===== config.mk =====
export PLATFORM = sky130hd
export DESIGN_NAME = hjbp_fifo
export DESIGN_NICKNAME = d
export VERILOG_FILES = /design/src/rtl/hjbp_fifo.sv
export SDC_FILE = /design/constraint.sdc
export NUM_CORES = 1
export LEC_CHECK = 0
export ABC_AREA = 1
export BUFFER_PORTS_ARGS = -buffer_cell sky130_fd_sc_hd__buf_4
export CORE_AREA = 3 3 80 52
export DETAILED_ROUTE_END_ITERATION = 10
export DIE_AREA = 0 0 83 55
export GPL_TIMING_DRIVEN = 0
export PLACE_DENSITY = 0.44
export SLEW_MARGIN = 20
export SYNTH_ARGS = -nofsm -noshare
export SYNTH_HDL_FRONTEND = slang
export SYNTH_SLANG_ARGS = --single-unit

===== constraint.sdc =====
create_clock -name i_clk -period 4.45 [get_ports i_clk]
set_input_delay 1.335 -clock i_clk [delete_from_list [all_inputs] [get_ports i_clk]]
set_output_delay 1.335 -clock i_clk [all_outputs]
set_load 0.005 [all_outputs]

===== src/rtl/hjbp_fifo.sv =====
`timescale 1ns / 1ps
// ----------------------------------------------------------------------------
// hjbp_fifo
// Two-deep register queue.
// ----------------------------------------------------------------------------
module hjbp_fifo #(
    parameter int W = 8
) (
    input  logic         i_clk,
    input  logic         i_rst_n,
    input  logic         i_push,
    input  logic [W-1:0] i_data,
    output logic         o_full,
    input  logic         i_pop,
    output logic [W-1:0] o_data,
    output logic         o_empty
);

    logic [W-1:0] r_mem [2];
    logic         r_wp;
    logic         r_rp;
    logic [1:0]   r_cnt;
    logic         do_push;
    logic         do_pop;

    assign o_full  = (r_cnt == 2'd2);
    assign o_empty = (r_cnt == 2'd0);
    assign o_data  = r_mem[r_rp];
    assign do_push = i_push && !o_full;
    assign do_pop  = i_pop && !o_empty;

    always_ff @(posedge i_clk) begin
        if (do_push) begin
            r_mem[r_wp] <= i_data;
        end
        if (!i_rst_n) begin
            r_wp  <= 1'b0;
            r_rp  <= 1'b0;
            r_cnt <= 2'd0;
        end else begin
            if (do_push) begin
                r_wp <= ~r_wp;
            end
            if (do_pop) begin
                r_rp <= ~r_rp;
            end
            r_cnt <= r_cnt + {1'b0, do_push} - {1'b0, do_pop};
        end
    end

endmodule


==> flow_summary.toml <==
[run_status]
outcome = "finished clean"

[placement]
dp_cells = 131
post_dp_cell_area_mm2 = 0.001081
routabilityCongestion = 0.6850
io_buffers = 21

[setup_path]
cpPeakStageDelay_ns = 0.32
crit_required_ns = 3.12
slowest_stage = "dfxtp_1"
end_kind = "output pin"
start_kind = "flip-flop"
r2r_start = "r_cnt[0]"
criticalPathCategory = "reg -> out"
cp.arrival_ns = 1.18
path_cells = "buf_6 -> mux2_4 -> buf_4"
worst-path-max-fanout = 8

[floorplan]
start_util = 0.2449
die_h_um = 55
ios = 22
num_rows = 17
core_mm2 = 0.003531
die_w_um = 83
die_area_mm2 = 0.004565

[timing]
finalHoldViolCount = 0
maxSlewViolCount = 0
max_freq_ghz = 0.3982
min_period_over_period = 0.5643
max_slew_margin = 0.5304
fin_crit_ns = 2.511
setup_viol = 0
rsz0062_at_grt = "false"
setup_tns_ns = 0
clock_skew_ns = 0.0007954
worst_pin_slew_ns = 0.7018

[detailed_routing]
ant_nets = 0
drc = 0
drt_iter0_drc = 9
wl_um = 1363
vias = 497
wire_per_inst_um = 10.10
viasPerCell = 3.681
dr.pass1.iters = 4

[power_and_ir_drop]
pwr-share-clk = 0.200
p_int_w = 0.0004266
p_per_area_mw_per_mm2 = 522.5
irDropWorstVdd_mv = 0.1179
switching_share = 0.2759
seq_power_share = 0.455
p_sw_w = 0.0001625
pwr-share-comb = 0.344
leakage_nw = 0.4911
p_total_w = 0.0005891

[hold_path]
worstHoldStart = "r_rp"
hold_class = "reg -> reg"

[cts]
cts_resized = 0
cts_setup_buffers = 0
clockBufferDepth = 2
htreeDepth = 1
numCtsBuffers = 3
clock-root-buffer = "clkbuf_8"
cts_tree = "built"
clkSinkCount = 21
cts.clk_slew.worst_paths_ns = 0.07
ctsHoldBuffers = 0
clk_latency_ns = 0.25

[global_route]
grt_max_degree = 13
overflow = 0
grt_pass1_vias = 491
antenna_found_initial = 0
grt_usage = 0.06952
grt_pass1_wl_um = 2249

[synthesis]
yosysUniqueCellTypes = 11
synth_compound_area_frac = 0.01158
synth_xor_area_frac = 0
synth-seq-cells = 21
synth.area.mux_share = 0.1389
ys_seq_area_frac = 0.6715
yosys.area_share.simple = 0.09696
yosys_warnings = 0
syn_area_um2 = 864.6
syn_area_per_cell_um2 = 13.72
syn_nets = 77
synth_adder_area_share = 0.02894
netlist_instances = 63
synth_top_family_by_area = "multiplexers"

[final_layout]
post-route-util = 0.3193
layout-area-overhead-vs-synth_pct = 30.39
final_net_count = 103
num_antenna_cells = 0
design_area_mm2 = 0.001127
n_fill_cell = 372
fin_cells = 135
final_layout_size_suffix_gt1_frac = 0.4091

[flow_run]
cap_violations = 0
-- path summary, 6_finish.rpt --
kind	slack, ns	depth (start not counted)	endpoint
max	1.94	3	o_data[3]
min	0.50	2	r_rp
max reg2reg	2.88	10	r_cnt[1]
min reg2reg	0.50	2	r_rp
-- cell usage after synthesis (all sizes together) --
library cell,count,share of area
ha,2,0.029
buf,1,0.013
dfxtp,5,0.12
edfxtp,16,0.56
mux2,8,0.14
inv,9,0.039
nor2,8,0.041
nand2,9,0.039
a21oi,2,0.012
nand3,3,0.017
-- registers in the layout, summed over array words and instances (netlist names), named ones only --
| name | flops |
|---|---|
| r_mem | 16 |
| r_rp | 1 |
| r_wp | 1 |
| r_cnt | 2 |
-- area by class of cell --
type / instances / area, um^2 / area share
plain buffers: 1 / 11.26 / 0.009989
clock buffers: 3 / 41.29 / 0.03663
clock inverters: 1 / 5.005 / 0.004440
inverters: 9 / 33.78 / 0.02997
multi-input cells: 32 / 239.0 / 0.2120
flip-flops and latches: 21 / 580.6 / 0.5150
well taps: 47 / 58.81 / 0.05216
repair buffers: 21 / 157.7 / 0.1398
-- per-layer routing --
metal  vias to the layer above  global-route usage  part of all wire
met4                         0             0.04076             0.022
li1                        262                   -                 -
met2                        14              0.1197              0.48
met3                         2             0.03698             0.065
met5                         -                   0                 0
met1                       219             0.07040              0.43
-- cells in the final DEF, fill, tap and decap left out --
master / n
buf_4: 21
edfxtp_1: 16
inv_1: 9
nand2_1: 9
mux2_4: 8
nor2_1: 6
dfxtp_1: 5
nand3_1: 3
clkbuf_8: 3
nor2_2: 2
a21oi_1: 2
ha_1: 2
buf_6: 1
clkinv_2: 1
-- power by group through the flow --
stage / Clock, W / Sequential, W / Combinational (W)
2_1_floorplan: 0 / 0.000270 / 0.000131
3_3_place_gp: 0 / 0.000272 / 0.000205
3_5_place_dp: 0 / 0.000273 / 0.000208
4_1_cts: 0.000125 / 0.000269 / 0.000208
5_1_grt: 0.000133 / 0.000273 / 0.000234
6_report: 0.000118 / 0.000268 / 0.000203
-- worst max-delay path, delay by kind of cell (launching register included) --
family	cells	cell delay, ns
buffers and inverters	2	0.29
flip-flops	1	0.32
multiplexers	1	0.31
-- per-stage QoR --
stage | worst slack (ns) | hold slack, ns
final | 1.939 | 0.4993
after global routing | 1.878 | 0.5230
after CTS | 1.913 | 0.5051
after detailed placement | 1.987 | 0.4869
after global placement | 1.986 | 0.4850
after floorplan | 2.177 | 0.4675
-- logic make-up (layout without fill, tap and decap cells) --
group	Yosys count	in the layout
AO/OA/AOI/OAI	2	2
flip-flops	21	21
adder cells (fa/ha/maj)	2	2
multiplexers	8	8
buffers and inverters	10	35
AND/OR/NAND/NOR	20	20
No activity file was read; power rests on OpenSTA's default activity.
