## src/rtl/hjbp_pkg.sv

```systemverilog
`timescale 1ns / 1ps
// ----------------------------------------------------------------------------
// hjbp_pkg
// Shared types, codes and helpers of the hash join build/probe engine.
// ----------------------------------------------------------------------------
package hjbp_pkg;

    localparam int DEF_BUCKETS = 1024;
    localparam int DEF_ENTRIES = 1024;
    localparam int DEF_MAX_OUT = 64;

    localparam int ATTR_W   = 32;
    localparam int SLOT_W   = 16;   // widest bucket index over the parameter range
    localparam int MASK_W   = 10;
    localparam int PADDR_W  = 4;
    localparam int PDATA_W  = 32;

    localparam logic [MASK_W-1:0] MASK_RESET = 10'd1023;

    localparam logic [1:0] CMD_INSERT = 2'd0;
    localparam logic [1:0] CMD_PROBE  = 2'd1;
    localparam logic [1:0] CMD_CLEAR  = 2'd2;
    localparam logic [1:0] CMD_NONE   = 2'd3;

    localparam logic [1:0] ST_OK        = 2'd0;
    localparam logic [1:0] ST_POOL_FULL = 2'd1;
    localparam logic [1:0] ST_TRUNC     = 2'd2;

    localparam logic [1:0] REG_BUCKET_MASK = 2'd0;
    localparam logic [1:0] REG_BUILD_COL   = 2'd1;
    localparam logic [1:0] REG_PROBE_COL   = 2'd2;

    // classified work word handed from front to back
    typedef struct packed {
        logic [1:0]        cmd;
        logic [ATTR_W-1:0] a;
        logic [ATTR_W-1:0] b;
        logic [ATTR_W-1:0] key;
        logic [3:0]        tag;
        logic [SLOT_W-1:0] slot;
    } t_op;

    typedef struct packed {
        logic              matched;
        logic [ATTR_W-1:0] probe_a;
        logic [ATTR_W-1:0] probe_b;
        logic [ATTR_W-1:0] build_a;
        logic [ATTR_W-1:0] build_b;
        logic [1:0]        status;
        logic              last;
    } t_res;

    // masked hash modulo bucket count, restoring subtraction over 8 steps
    function automatic logic [MASK_W-1:0] bucket_wrap(input logic [MASK_W-1:0] v,
                                                      input int unsigned buckets);
        logic [MASK_W-1:0] r;
        int unsigned       w;
        r = v;
        for (int k = 7; k >= 0; k--) begin
            w = buckets << k;
            if (w <= 1023 && {22'd0, r} >= w) begin
                r = r - w[MASK_W-1:0];
            end
        end
        return r;
    endfunction

endpackage

```

## src/rtl/hjbp_front.sv

```systemverilog
`timescale 1ns / 1ps
// ----------------------------------------------------------------------------
// hjbp_front
// Takes words, hashes the key a byte per cycle and queues the work word.
// ----------------------------------------------------------------------------
module hjbp_front #(
    parameter int BUCKETS = hjbp_pkg::DEF_BUCKETS
) (
    input  logic                            i_clk,
    input  logic                            i_rst_n,
    input  logic                            i_push,
    output logic                            o_full,
    input  logic [1:0]                      i_command,
    input  logic [hjbp_pkg::ATTR_W-1:0]     i_attr_a,
    input  logic [hjbp_pkg::ATTR_W-1:0]     i_attr_b,
    input  logic [hjbp_pkg::MASK_W-1:0]     i_bucket_mask,
    input  logic                            i_build_col,
    input  logic                            i_probe_col,
    input  logic                            i_hold,
    output logic                            o_op_push,
    output hjbp_pkg::t_op                   o_op,
    input  logic                            i_op_full
);

    localparam int BW = (BUCKETS > 1) ? $clog2(BUCKETS) : 1;

    localparam logic [1:0] F_IDLE = 2'd0;
    localparam logic [1:0] F_HASH = 2'd1;
    localparam logic [1:0] F_SLOT = 2'd2;
    localparam logic [1:0] F_PUSH = 2'd3;

    logic [1:0]                  r_state;
    logic [1:0]                  r_step;
    logic [1:0]                  r_cmd;
    logic [hjbp_pkg::ATTR_W-1:0] r_a;
    logic [hjbp_pkg::ATTR_W-1:0] r_b;
    logic [hjbp_pkg::ATTR_W-1:0] r_key;
    logic [hjbp_pkg::ATTR_W-1:0] r_ksh;
    logic [31:0]                 r_h;
    logic [BW-1:0]               r_slot;
    logic [31:0]                 n_h;
    logic                        accept;
    logic                        key_col;

    assign o_full  = (r_state != F_IDLE) || i_hold;
    assign accept  = i_push && !o_full;
    assign key_col = (i_command == hjbp_pkg::CMD_PROBE) ? i_probe_col : i_build_col;
    // sdbm step: h * 65599 + byte
    assign n_h = {24'd0, r_ksh[7:0]} + (r_h << 6) + (r_h << 16) - r_h;

    assign o_op_push = (r_state == F_PUSH) && !i_op_full;
    always_comb begin
        o_op      = '0;
        o_op.cmd  = r_cmd;
        o_op.a    = r_a;
        o_op.b    = r_b;
        o_op.key  = r_key;
        o_op.tag  = r_h[3:0];
        o_op.slot = hjbp_pkg::SLOT_W'(r_slot);
    end

    always_ff @(posedge i_clk) begin
        if (accept) begin
            r_cmd <= i_command;
            r_a   <= i_attr_a;
            r_b   <= i_attr_b;
            r_key <= key_col ? i_attr_b : i_attr_a;
            r_ksh <= key_col ? i_attr_b : i_attr_a;
            r_h   <= 32'd0;
        end else if (r_state == F_HASH) begin
            r_h   <= n_h;
            r_ksh <= r_ksh >> 8;
        end
        if (r_state == F_SLOT) begin
            r_slot <= BW'(hjbp_pkg::bucket_wrap(r_h[hjbp_pkg::MASK_W-1:0] & i_bucket_mask,
                                                BUCKETS));
        end
        if (!i_rst_n) begin
            r_state <= F_IDLE;
            r_step  <= 2'd0;
        end else begin
            unique case (r_state)
                F_IDLE: begin
                    if (accept && i_command != hjbp_pkg::CMD_NONE) begin
                        r_state <= F_HASH;
                        r_step  <= 2'd0;
                    end
                end
                F_HASH: begin
                    r_step <= r_step + 2'd1;
                    if (r_step == 2'd3) begin
                        r_state <= F_SLOT;
                    end
                end
                F_SLOT: r_state <= F_PUSH;
                F_PUSH: begin
                    if (!i_op_full) begin
                        r_state <= F_IDLE;
                    end
                end
                default: r_state <= F_IDLE;
            endcase
        end
    end

endmodule

```

## config.mk

```make
export PLATFORM = sky130hd
export DESIGN_NAME = hjbp_front
export DESIGN_NICKNAME = d
export VERILOG_FILES = /design/src/rtl/hjbp_pkg.sv /design/src/rtl/hjbp_front.sv
export SDC_FILE = /design/constraint.sdc
export NUM_CORES = 1
export LEC_CHECK = 0
export ABC_CLOCK_PERIOD_IN_PS = 3700
export BUFFER_PORTS_ARGS = -buffer_cell sky130_fd_sc_hd__buf_4
export CORE_MARGIN = 10
export CORE_UTILIZATION = 55
export DETAILED_ROUTE_END_ITERATION = 8
export PLACE_DENSITY = 0.85
export SLEW_MARGIN = 5
export SYNTH_ARGS = -nofsm -noshare
export SYNTH_HDL_FRONTEND = slang
export SYNTH_SLANG_ARGS = --single-unit
```

## constraint.sdc

```tcl
create_clock -name i_clk -period 3.7 [get_ports i_clk]
set_input_delay 0.37 -clock i_clk [delete_from_list [all_inputs] [get_ports i_clk]]
set_output_delay 0.37 -clock i_clk [all_outputs]
set_load 0.005 [all_outputs]
```

==> metrics.log, run 1 <==
INFO  metric status = completed
INFO  metric vias_per_inst = 5.16
INFO  metric groute.layer.met2.usage = 30.6%
INFO  metric critical-path-max-stage-delay = 0.37 ns
INFO  metric nNetsFinal = 739
INFO  metric die-width = around 130 um
INFO  metric global_route.peak_usage_layer = met2
INFO  metric yosysWarnings = 0
INFO  metric drv_slew = 0
INFO  metric use_met3 = 10.6%
INFO  metric min_period_over_period = 63.4%
INFO  metric setup_slack = 1.36 ns
INFO  metric power_switching = about 0.0019 W
INFO  metric global_route.usage.total = 18.5%
INFO  metric grt_pass1_wl = 23700 um
INFO  metric antenna_left = 0
INFO  metric drcViolationCount = 0
INFO  metric ctsResizeCount = 0
INFO  metric clock_sink_count = around 150
INFO  metric final.setup.tns = 0 ns
INFO  metric swShare = 29.8%
INFO  metric h_tree_level_count = 4
INFO  metric detail_route.first_pass.iterations = 5
INFO  metric hold_path_startpoint = i_attr_b[22]
INFO  metric crit_path_top_delay_cell = dfxtp_1
INFO  metric async_reset_ff_share = 0%
INFO  metric synth_top_area_share = between 60% and 70%
INFO  metric layout-drive-gt1-share = about two fifths
INFO  metric beginning_of_the_worst_register_to_register_path = r_h[1]$_SDFFE_PN0P_
INFO  metric worstHoldPathType = in -> reg
INFO  metric ys_seq_area_share = 69.5%
INFO  metric ys_types = 46
INFO  metric design.die.area = 16500 um^2
INFO  metric clkPwrFrac = 26.7%
INFO  metric fin_skew = 0.00537 ns
INFO  metric place.gp.congestion = 0.848
INFO  metric timing.max_slew.rel_slack = between 40% and 50%
INFO  metric worstMarginPinSlew = 0.798 ns
INFO  metric mostFrequentLayoutCell = buf_4
INFO  metric quantity_of_hold_fixing_buffers_added_after_cts = 0
INFO  metric ys_ff_latch = 154
INFO  metric tritoncts.num_buffers = 17
INFO  metric crit_type = reg -> reg
INFO  metric pre_cts_slack = 1.38 ns
INFO  metric final_period_minus_worst_setup_slack = ~2.3 ns
INFO  metric part_of_the_power_in_registers = 41.3%
INFO  metric synthToLayoutAreaGrowth = 32.7%
INFO  metric synth-edff-count = 140
INFO  metric post_cts_buffers = 0
INFO  metric finalWirelength = roughly 15000 um
INFO  metric grt_max_degree = 91
INFO  metric routed-via-count = 4063
INFO  metric yosys-top-cells-area = edfxtp_1, mux2_4, nand2_1
INFO  metric initial_core_util = 56.2%
INFO  metric tritoncts_clock_tree = built
INFO  metric met1_usage = a little under a fifth
INFO  metric clk_latency = 0.42 ns
INFO  metric syn-cell-area = 6450 um^2
INFO  metric area.sequential = 4480 um^2
INFO  metric post-synth-top-area-cell = edfxtp_1
INFO  metric final-setup-viol-count = 0
INFO  metric multi_input_area = 1720 um^2
INFO  metric max_cap_viols = 0
INFO  metric root_buffer = clkbuf_16
INFO  metric worst_ep_required_time = 4.04 ns
INFO  metric synthesis.instances = 429
INFO  metric internal_power_of_the_cells = between 0.004 and 0.005 W
INFO  metric crit_chain = inv_1 > ha_1 > ha_1 > inv_1 > fa_1 > nor2b_1 > o31a_1 > o21ai_1 > mux2i_1 > mux2i_1
INFO  metric design.portCount = 203
INFO  metric critPathBufInv = 2
INFO  metric fillers = 733
INFO  metric synth-main-ff-cell = edfxtp_1
INFO  metric n_antenna_cell = 0
INFO  metric cpLargestDelayFamily = adder cells
INFO  metric cellLeakagePower = 3.65 nW
INFO  metric share_comb_of_total_power = approximately a third
INFO  metric critical_path.endpoint_type = register
INFO  metric final_cell_mix = buf_4, edfxtp_1, nand2_1
INFO  metric synth.avg_cell_area = 15.0 um^2
INFO  metric cp_max_fo = 4
INFO  metric setup.worst_path.start_class = register
INFO  metric die-height = 128 um
INFO  metric power.density_cell_area = 733 nW/um^2
INFO  metric crit_arrival = ~2.7 ns
INFO  metric coreArea = 11500 um^2
INFO  metric final_hold_viol_count = 0
INFO  metric initialDrtViolationCount = 342
INFO  metric clk_pin_slew_worst_paths = approximately 0.06 ns
INFO  metric wl_per_cell = 19.2 um
INFO  metric ir_drop = between 0.0006 and 0.0007 V
INFO  metric standard_cell_row_count = 39
INFO  metric grt_setup_unrepaired = no
INFO  metric max_clock_buf_depth = 2
INFO  metric clock.fmax = about 0.43 GHz
INFO  metric dp_hpwl = ~11000 um
INFO  metric placement.io_buffers = 196
INFO  metric antenna_violations_before_repair = 0
INFO  metric start_point_of_the_critical_path = r_h[1]$_SDFFE_PN0P_
INFO  metric number_of_global_route_vias_before_repair = between 4000 and 5000
INFO  metric globalRouteOverflowTotal = 0
[stage by stage]
stage               util [%]  instances  hold slack, ns  cell area, um^2  total power (W)
detailed placement      69.7        756           0.485             7990          0.00462
finish                  74.6        788           0.135             8560          0.00627
global route            74.6        788           0.118             8560          0.00665
global placement        69.7        756           0.458             7990          0.00449
floorplan                  -        434           0.438             6470          0.00390
CTS                     74.6        788           0.121             8560          0.00631
[power groups by stage]
stage                     Sequential, W  Combinational [W]  Clock, W
final                           0.00259            0.00201   0.00167
after global routing            0.00264            0.00224   0.00177
after CTS                       0.00259            0.00202   0.00170
after detailed placement        0.00262            0.00199         0
after global placement          0.00260            0.00189         0
after floorplan                 0.00260            0.00129         0
[final cells by class]
type / count / area share (%)
repair buffers: 201 / 17.8
multi-input cells: 236 / 20.1
inverters: 22 / 0.994
flip-flops and latches: 154 / 52.4
clock buffers: 21 / 5.15
clock inverters: 11 / 1.49
well taps: 143 / 2.09
[cells by family (layout without fill, tap and decap cells)]
kind of cell | after synthesis | in the layout | share of synthesized area (%)
buffers and inverters | 44 | 255 | 4.11
XOR/XNOR | 2 | 2 | 0.272
adder cells (fa/ha/maj) | 24 | 24 | 5.00
other | 1 | 6 | 0.0581
AO/OA/AOI/OAI | 27 | 27 | 2.72
multiplexers | 41 | 41 | 8.40
AND/OR/NAND/NOR | 136 | 136 | 9.91
flip-flops | 154 | 154 | 69.5
[final timing paths]
| kind | to | slack [ns] | cells past startpoint |
|---|---|---|---|
| worst max-delay path | r_h[9]$_SDFFE_PN0P_ | 1.36 | 10 |
| worst min-delay path | r_b[22]$_DFFE_PN_ | 0.13 | 1 |
| worst max register to register | r_h[9]$_SDFFE_PN0P_ | 1.36 | 10 |
| worst min register to register | r_h[5]$_SDFFE_PN0P_ | 0.49 | 2 |
[worst register-to-register path, stage by stage (launching register included)]
cell and delay [ns]:
dfxtp_1 0.37, inv_1 0.09, ha_1 0.31, ha_1 0.22, inv_1 0.08, fa_1 0.20
nor2b_1 0.07, o31a_1 0.27, o21ai_1 0.20, mux2i_1 0.25, mux2i_1 0.22
[routing by layer]
metal / up-vias / wire [um]
met5: - / 0
li1: 1920 / -
met3: 22 / 1880
met1: 1936 / 5230
met4: 0 / 277
met2: 185 / 7730
[registers in the layout (all words and copies together) (netlist names)]
signal,flops
r_a,32
r_b,32
r_cmd,2
r_h,10
r_key,32
r_ksh,32
r_slot,10
r_state,2
r_step,2
[synth_stat cells (all sizes together) (2+ instances only)]
cell type    n
inv         22
a21boi       2
clkbuf       4
fa           3
mux2i        9
nor3         3
nand2       81
a211oi       3
ha          21
nand2b      10
and2        20
nor2b        3
buf         17
edfxtp     140
o21ai       10
nand3b       4
dfxtp       14
mux2        32
nor2        11
a21oi        4
(Power assumes the default switching activity.)
==> run 2, diff against run 1 <==
--- a/config.mk
+++ b/config.mk
@@ -5,12 +5,12 @@
 export SDC_FILE = /design/constraint.sdc
 export NUM_CORES = 1
 export LEC_CHECK = 0
-export ABC_CLOCK_PERIOD_IN_PS = 3700
+export ABC_CLOCK_PERIOD_IN_PS = 2190
 export BUFFER_PORTS_ARGS = -buffer_cell sky130_fd_sc_hd__buf_4
 export CORE_MARGIN = 10
-export CORE_UTILIZATION = 55
+export CORE_UTILIZATION = 51
 export DETAILED_ROUTE_END_ITERATION = 8
-export PLACE_DENSITY = 0.85
+export PLACE_DENSITY = 0.8
 export SLEW_MARGIN = 5
 export SYNTH_ARGS = -nofsm -noshare
 export SYNTH_HDL_FRONTEND = slang
==> constraint.sdc (replaced) <==
create_clock -name i_clk -period 2.19 [get_ports i_clk]
set_input_delay 0.219 -clock i_clk [delete_from_list [all_inputs] [get_ports i_clk]]
set_output_delay 0.219 -clock i_clk [all_outputs]
set_load 0.005 [all_outputs]
==> metrics.log, run 2 (synthesis results as in run 1) <==
INFO  metric placement.io_buffers = 196 (unchanged)
INFO  metric clk_latency = 0.42 ns (about the same)
INFO  metric clock.fmax = 0.466 GHz (was 0.427 GHz)
INFO  metric antenna_violations_before_repair = 0 (unchanged)
INFO  metric final-setup-viol-count = 0 (unchanged)
INFO  metric dp_hpwl = 11300 um (about the same)
INFO  metric root_buffer = clkbuf_16 (unchanged)
INFO  metric initial_core_util = 51.5% (was 56.2%)
INFO  metric cp_max_fo = 3 (was 4)
INFO  metric h_tree_level_count = 4 (unchanged)
INFO  metric drv_slew = 0 (unchanged)
INFO  metric design.portCount = 203 (unchanged)
INFO  metric fillers = 778 (was 733)
INFO  metric design.die.area = 17500 um^2 (was 16500 um^2)
INFO  metric layout.core_utilization = 75.7% (was 74.6%)
INFO  metric fin_skew = 0.0114 ns (was 0.00537 ns)
INFO  metric stdcell_count = 893 (was 788)
INFO  metric max_cap_viols = 0 (unchanged)
INFO  metric power.density_cell_area = 1230 nW/um^2 (was 733 nW/um^2)
INFO  metric r2r_slack = 0.04 ns (was 1.36 ns)
INFO  metric min_period_over_period = 98.0% (was 63.4%)
INFO  metric ir_drop = 0.000615 V (was 0.000623 V)
INFO  metric tritoncts.num_buffers = 17 (unchanged)
INFO  metric worst_ep_required_time = 2.53 ns (was 4.04 ns)
INFO  metric hold_path_startpoint = i_command[0] (was i_attr_b[22])
INFO  metric crit_arrival = 2.49 ns (was 2.68 ns)
INFO  metric crit_type = reg -> reg (unchanged)
INFO  metric finalWirelength = 17100 um (was 15100 um)
INFO  metric setup.worst_path.start_class = register (unchanged)
INFO  metric place.gp.congestion = 0.886 (was 0.848)
INFO  metric detail_route.first_pass.iterations = 4 (was 5)
INFO  metric final_cell_area = 9480 um^2 (was 8560 um^2)
INFO  metric postPlaceCellArea = 8130 um^2 (was 7990 um^2)
INFO  metric die-height = 132 um (was 128 um)
INFO  metric die-width = 132 um (was 128 um)
INFO  metric antenna_left = 0 (unchanged)
INFO  metric routed-via-count = 4368 (was 4063)
INFO  metric globalRouteOverflowTotal = 0 (unchanged)
INFO  metric n_antenna_cell = 0 (unchanged)
INFO  metric global_route.usage.total = 19.2% (was 18.5%)
INFO  metric critical_path.endpoint_type = register (unchanged)
INFO  metric final_period_minus_worst_setup_slack = 2.15 ns (was 2.34 ns)
INFO  metric worstHoldPathType = in -> reg (unchanged)
INFO  metric wl_per_cell = 19.1 um (was 19.2 um)
INFO  metric final_cell_mix = buf_4, edfxtp_1, nand2_1, dlygate4sd3_1, mux2_4 (was buf_4, edfxtp_1, nand2_1)
INFO  metric status = completed (unchanged)
INFO  metric hold_path_depth = 1 (unchanged)
INFO  metric coreArea = 12500 um^2 (was 11500 um^2)
INFO  metric reg2reg_path_depth = 10 (unchanged)
INFO  metric grt_max_degree = 38 (was 91)
INFO  metric cellLeakagePower = 4.02 nW (was 3.65 nW)
INFO  metric drcViolationCount = 0 (unchanged)
INFO  metric vias_per_inst = 4.89 (was 5.16)
INFO  metric dpl.cell_count = 795 (was 756)
INFO  metric tritoncts_clock_tree = built (unchanged)
INFO  metric synthToLayoutAreaGrowth = 47.0% (was 32.7%)
INFO  metric start_point_of_the_critical_path = r_h[1]$_SDFFE_PN0P_ (unchanged)
INFO  metric mostFrequentLayoutCell = buf_4 (unchanged)
INFO  metric clock_sink_count = 154 (unchanged)
INFO  metric number_of_global_route_vias_before_repair = 4920 (was 4420)
INFO  metric max_clock_buf_depth = 2 (unchanged)
INFO  metric standard_cell_row_count = 41 (was 39)
INFO  metric clk_pin_slew_worst_paths = 0.06 ns (about the same)
INFO  metric grt_setup_unrepaired = yes (was no)
INFO  metric holdPathEnd = r_cmd[0]$_DFFE_PN_ (was r_b[22]$_DFFE_PN_)
INFO  metric crit-reg2reg-capture = r_h[9]$_SDFFE_PN0P_ (unchanged)
INFO  metric grt_pass1_wl = 26700 um (was 23700 um)
INFO  metric nNetsFinal = 816 (was 739)
INFO  metric layout-drive-gt1-share = 40.8% (about the same)
INFO  metric final_hold_viol_count = 0 (unchanged)
INFO  metric initialDrtViolationCount = 205 (was 342)
INFO  metric beginning_of_the_worst_register_to_register_path = r_h[1]$_SDFFE_PN0P_ (unchanged)
==> run 2: cell count changes in the layout (fill, tap and decap cells not counted), sizes merged <==
cell	before	now
dlygate4sd3	0	65
buf	201	213
clkbuf	21	17
bufinv	3	5
clkinvlp	1	2
==> run 2: layout make-up <==
type | count | area, um^2 | share of cell area, %
clock buffer | 17 | 425 | 4.49
clock inverter | 14 | 204 | 2.15
inverter | 22 | 85.1 | 0.898
multi-input combinational | 236 | 1780 | 18.7
sequential | 154 | 4490 | 47.3
tap | 172 | 215 | 2.27
timing repair buffer | 278 | 2290 | 24.1
==> run 2: per-stage QoR <==
| step | TNS [ns] | total power, W | setup slack [ns] | hold WS (ns) |
|---|---|---|---|---|
| final | 0 | 0.0117 | 0.0447 | 0.0196 |
| after floorplan | 0 | 0.00658 | 0.113 | 0.318 |
| after global routing | -0.123 | 0.0123 | -0.0771 | 0.00587 |
| after global placement | 0 | 0.00777 | 0.0559 | 0.406 |
| after CTS | 0 | 0.0113 | 0.00893 | 0.00254 |
| after detailed placement | -0.0156 | 0.00794 | -0.0156 | 0.407 |
==> run 2: worst max-delay path, cell delays in order, from the launching register on <==
cell and delay, ns:
dfxtp_2 0.34, inv_2 0.05, ha_1 0.27, ha_2 0.19, inv_2 0.04, fa_2 0.35
nor2b_2 0.15, o31a_1 0.22, o21ai_2 0.08, mux2i_1 0.19, mux2i_1 0.19
==> run 2: per-layer routing <==
layer | track usage (%) | wire [um] | share of wire (%)
met1 | 19.6 | 6110 | 36
met2 | 34.5 | 9190 | 54
met3 | 7.80 | 1420 | 8.3
met4 | 7.09 | 342 | 2.0
met5 | 0 | 0 | 0
==> run 2: repair_timing <==
action,in CTS,in global routing
pin swaps,4,5
endpoints found under the hold margin,65,0
gates resized for setup,7,11
cloned,0,0
setup buffers,1,1
hold buffers,65,0
endpoints found under the setup margin,2,4
==> run 2: worst max-delay path by stage <==
stage,to,depth (start not counted)
6_report,r_h[9]$_SDFFE_PN0P_,10
3_5_place_dp,r_h[9]$_SDFFE_PN0P_,10
4_1_cts,r_h[9]$_SDFFE_PN0P_,7
3_3_place_gp,r_h[9]$_SDFFE_PN0P_,10
2_1_floorplan,r_h[9]$_SDFFE_PN0P_,10
5_1_grt,r_h[9]$_SDFFE_PN0P_,9
==> run 2: where the power goes <==
group / leakage (nW) / internal (W) / switching, W
logic: 2.29 / 0.00199 / 0.00219
registers: 1.43 / 0.00411 / 0.000245
clock network: 0.301 / 0.00200 / 0.00113
total: 4.02 / 0.00810 / 0.00357
==> run 3, diff against run 2 <==
--- a/config.mk
+++ b/config.mk
@@ -8,9 +8,8 @@
 export ABC_CLOCK_PERIOD_IN_PS = 2190
 export BUFFER_PORTS_ARGS = -buffer_cell sky130_fd_sc_hd__buf_4
 export CORE_MARGIN = 10
-export CORE_UTILIZATION = 51
+export CORE_UTILIZATION = 35
 export DETAILED_ROUTE_END_ITERATION = 8
-export PLACE_DENSITY = 0.8
 export SLEW_MARGIN = 5
 export SYNTH_ARGS = -nofsm -noshare
 export SYNTH_HDL_FRONTEND = slang
==> metrics.log, run 3 (synthesis results as in run 1) <==
INFO  metric power_switching = 0.00346 W (was 0.00357 W)
INFO  metric dp_hpwl = 11900 um (was 11300 um)
INFO  metric cellLeakagePower = 4.01 nW (was 4.02 nW)
INFO  metric clk_pin_slew_worst_paths = 0.06 ns (about the same)
INFO  metric die-height = 156 um (was 132 um)
INFO  metric clk_latency = 0.42 ns (about the same)
INFO  metric final-setup-viol-count = 0 (unchanged)
INFO  metric design.portCount = 203 (unchanged)
INFO  metric power.density_cell_area = 1190 nW/um^2 (was 1230 nW/um^2)
INFO  metric global_route.usage.total = 13.6% (was 19.2%)
INFO  metric worstHoldPathType = in -> reg (unchanged)
INFO  metric critical_path.endpoint_type = register (unchanged)
INFO  metric clock.fmax = 0.484 GHz (was 0.466 GHz)
INFO  metric grt_max_degree = 49 (was 38)
INFO  metric globalRouteOverflowTotal = 0 (unchanged)
INFO  metric antenna_left = 0 (unchanged)
INFO  metric max_cap_viols = 0 (unchanged)
INFO  metric clock_sink_count = 154 (unchanged)
INFO  metric routed-via-count = 4310 (was 4368)
INFO  metric design.die.area = 24300 um^2 (was 17500 um^2)
INFO  metric fin_skew = 0.00903 ns (was 0.0114 ns)
INFO  metric initial_core_util = 35.8% (was 51.5%)
INFO  metric crit_arrival = 2.41 ns (was 2.49 ns)
INFO  metric setup.worst_path.start_class = register (unchanged)
INFO  metric finalWirelength = 16600 um (was 17100 um)
INFO  metric nNetsFinal = 817 (was 816)
INFO  metric tritoncts_clock_tree = built (unchanged)
INFO  metric drv_slew = 0 (unchanged)
INFO  metric final_hold_viol_count = 0 (unchanged)
INFO  metric crit_type = reg -> reg (unchanged)
INFO  metric standard_cell_row_count = 49 (was 41)
INFO  metric pre_cts_slack = -0.0353 ns (was -0.0156 ns)
INFO  metric ir_drop = 0.000620 V (was 0.000615 V)
INFO  metric stdcell_count = 952 (was 893)
INFO  metric place.gp.congestion = 0.759 (was 0.886)
INFO  metric clkPwrFrac = 25.7% (was 26.8%)
INFO  metric vias_per_inst = 4.53 (was 4.89)
INFO  metric worstMarginPinSlew = about 0.51 ns
INFO  metric final_cell_mix = buf_4, edfxtp_1, nand2_1, dlygate4sd3_1, mux2_4 (unchanged)
INFO  metric setup_slack = 0.125 ns (was 0.0447 ns)
INFO  metric placement.io_buffers = 196 (unchanged)
INFO  metric die-width = 156 um (was 132 um)
INFO  metric mostFrequentLayoutCell = buf_4 (unchanged)
INFO  metric share_comb_of_total_power = 36.2% (was 35.8%)
INFO  metric timing.max_slew.rel_slack = 66.3%
INFO  metric max_clock_buf_depth = 2 (unchanged)
INFO  metric status = completed (unchanged)
INFO  metric wl_per_cell = 17.5 um (was 19.1 um)
INFO  metric internal_power_of_the_cells = 0.00798 W (was 0.00810 W)
INFO  metric layout-drive-gt1-share = 40.7% (was 40.8%)
INFO  metric drcViolationCount = 0 (unchanged)
INFO  metric detail_route.first_pass.iterations = 4 (unchanged)
INFO  metric n_antenna_cell = 0 (unchanged)
INFO  metric root_buffer = clkbuf_16 (unchanged)
INFO  metric tritoncts.num_buffers = 17 (unchanged)
INFO  metric min_period_over_period = 94.3% (was 98.0%)
INFO  metric number_of_global_route_vias_before_repair = 4744 (was 4920)
INFO  metric cp_max_fo = 6 (was 3)
INFO  metric synthToLayoutAreaGrowth = 48.7% (was 47.0%)
INFO  metric coreArea = 18000 um^2 (was 12500 um^2)
INFO  metric worst_ep_required_time = 2.53 ns (about the same)
INFO  metric grt_pass1_wl = 26000 um (was 26700 um)
INFO  metric initialDrtViolationCount = 195 (was 205)
INFO  metric swShare = 30.2% (was 30.6%)
INFO  metric part_of_the_power_in_registers = 38.1% (was 37.3%)
INFO  metric dpl.cell_count = 853 (was 795)
INFO  metric final_period_minus_worst_setup_slack = 2.07 ns (was 2.15 ns)
INFO  metric h_tree_level_count = 4 (unchanged)
INFO  metric antenna_violations_before_repair = 0 (unchanged)
==> run 3: layout make-up <==
class | count | area (um^2)
fill | 1510 | 8430
sequential | 154 | 4490
timing repair buffer | 279 | 2320
multi-input combinational | 236 | 1820
clock buffer | 20 | 437
tap | 229 | 287
clock inverter | 12 | 149
inverter | 22 | 87.6
==> run 3: what timing repair did <==
action,in CTS,in global routing
hold endpoints to repair,66,0
gates resized for setup,6,17
endpoints found under the setup margin,1,4
pin swaps,5,6
buffers inserted,0,1
hold buffers,66,0
==> run 3: per-stage QoR <==
step / cell area (um^2) / power [W] / hold WS, ns / util [%] / setup TNS [ns]
after global placement: 8230 / 0.00786 / 0.407 / 45.7 / 0
final: 9590 / 0.0114 / 0.0560 / 53.2 / 0
after CTS: 9500 / 0.0112 / 0.0323 / 52.7 / 0
after floorplan: 6470 / 0.00658 / 0.318 / - / 0
after detailed placement: 8230 / 0.00796 / 0.407 / 45.7 / -0.0353
after global routing: 9590 / 0.0122 / 0.0631 / 53.2 / -0.000812
==> run 3: layer usage <==
layer  vias to the layer above  routed length (um)  share of wire (%)  GRT usage (%)
met5                         -                   0                  0              0
met4                         0                 150               0.90           3.34
met3                        15                1530                9.2           6.84
met2                       145                8450                 51           23.5
met1                      2080                6510                 39           14.6
li1                       2070                   -                  -              -
==> run 3: critical path, stage by stage (launching register included) <==
cell and delay (ns):
dfxtp_2 0.36, fa_1 0.59, ha_4 0.24, o211a_1 0.13
o31a_1 0.12, o21ai_2 0.14, mux2i_1 0.23, mux2i_1 0.19
==> run 3: power groups by stage <==
| stage | clock network (W) | registers (W) | logic, W |
|---|---|---|---|
| final | 0.00294 | 0.00436 | 0.00414 |
| after CTS | 0.00302 | 0.00435 | 0.00378 |
| after global placement | 0 | 0.00438 | 0.00347 |
| after floorplan | 0 | 0.00439 | 0.00219 |
| after detailed placement | 0 | 0.00441 | 0.00355 |
| after global routing | 0.00314 | 0.00443 | 0.00462 |
==> run 3: path summary, 6_finish.rpt <==
check                                    startpoint                      to  slack (ns)  cells past startpoint
worst max register to register  r_h[0]$_SDFFE_PN0P_     r_h[9]$_SDFFE_PN0P_        0.12                      7
worst max-delay path            r_h[0]$_SDFFE_PN0P_     r_h[9]$_SDFFE_PN0P_        0.12                      7
worst min-delay path                        i_rst_n  r_step[1]$_SDFFE_PN0P_        0.06                      2
worst min register to register  r_h[9]$_SDFFE_PN0P_     r_h[9]$_SDFFE_PN0P_        0.47                      2
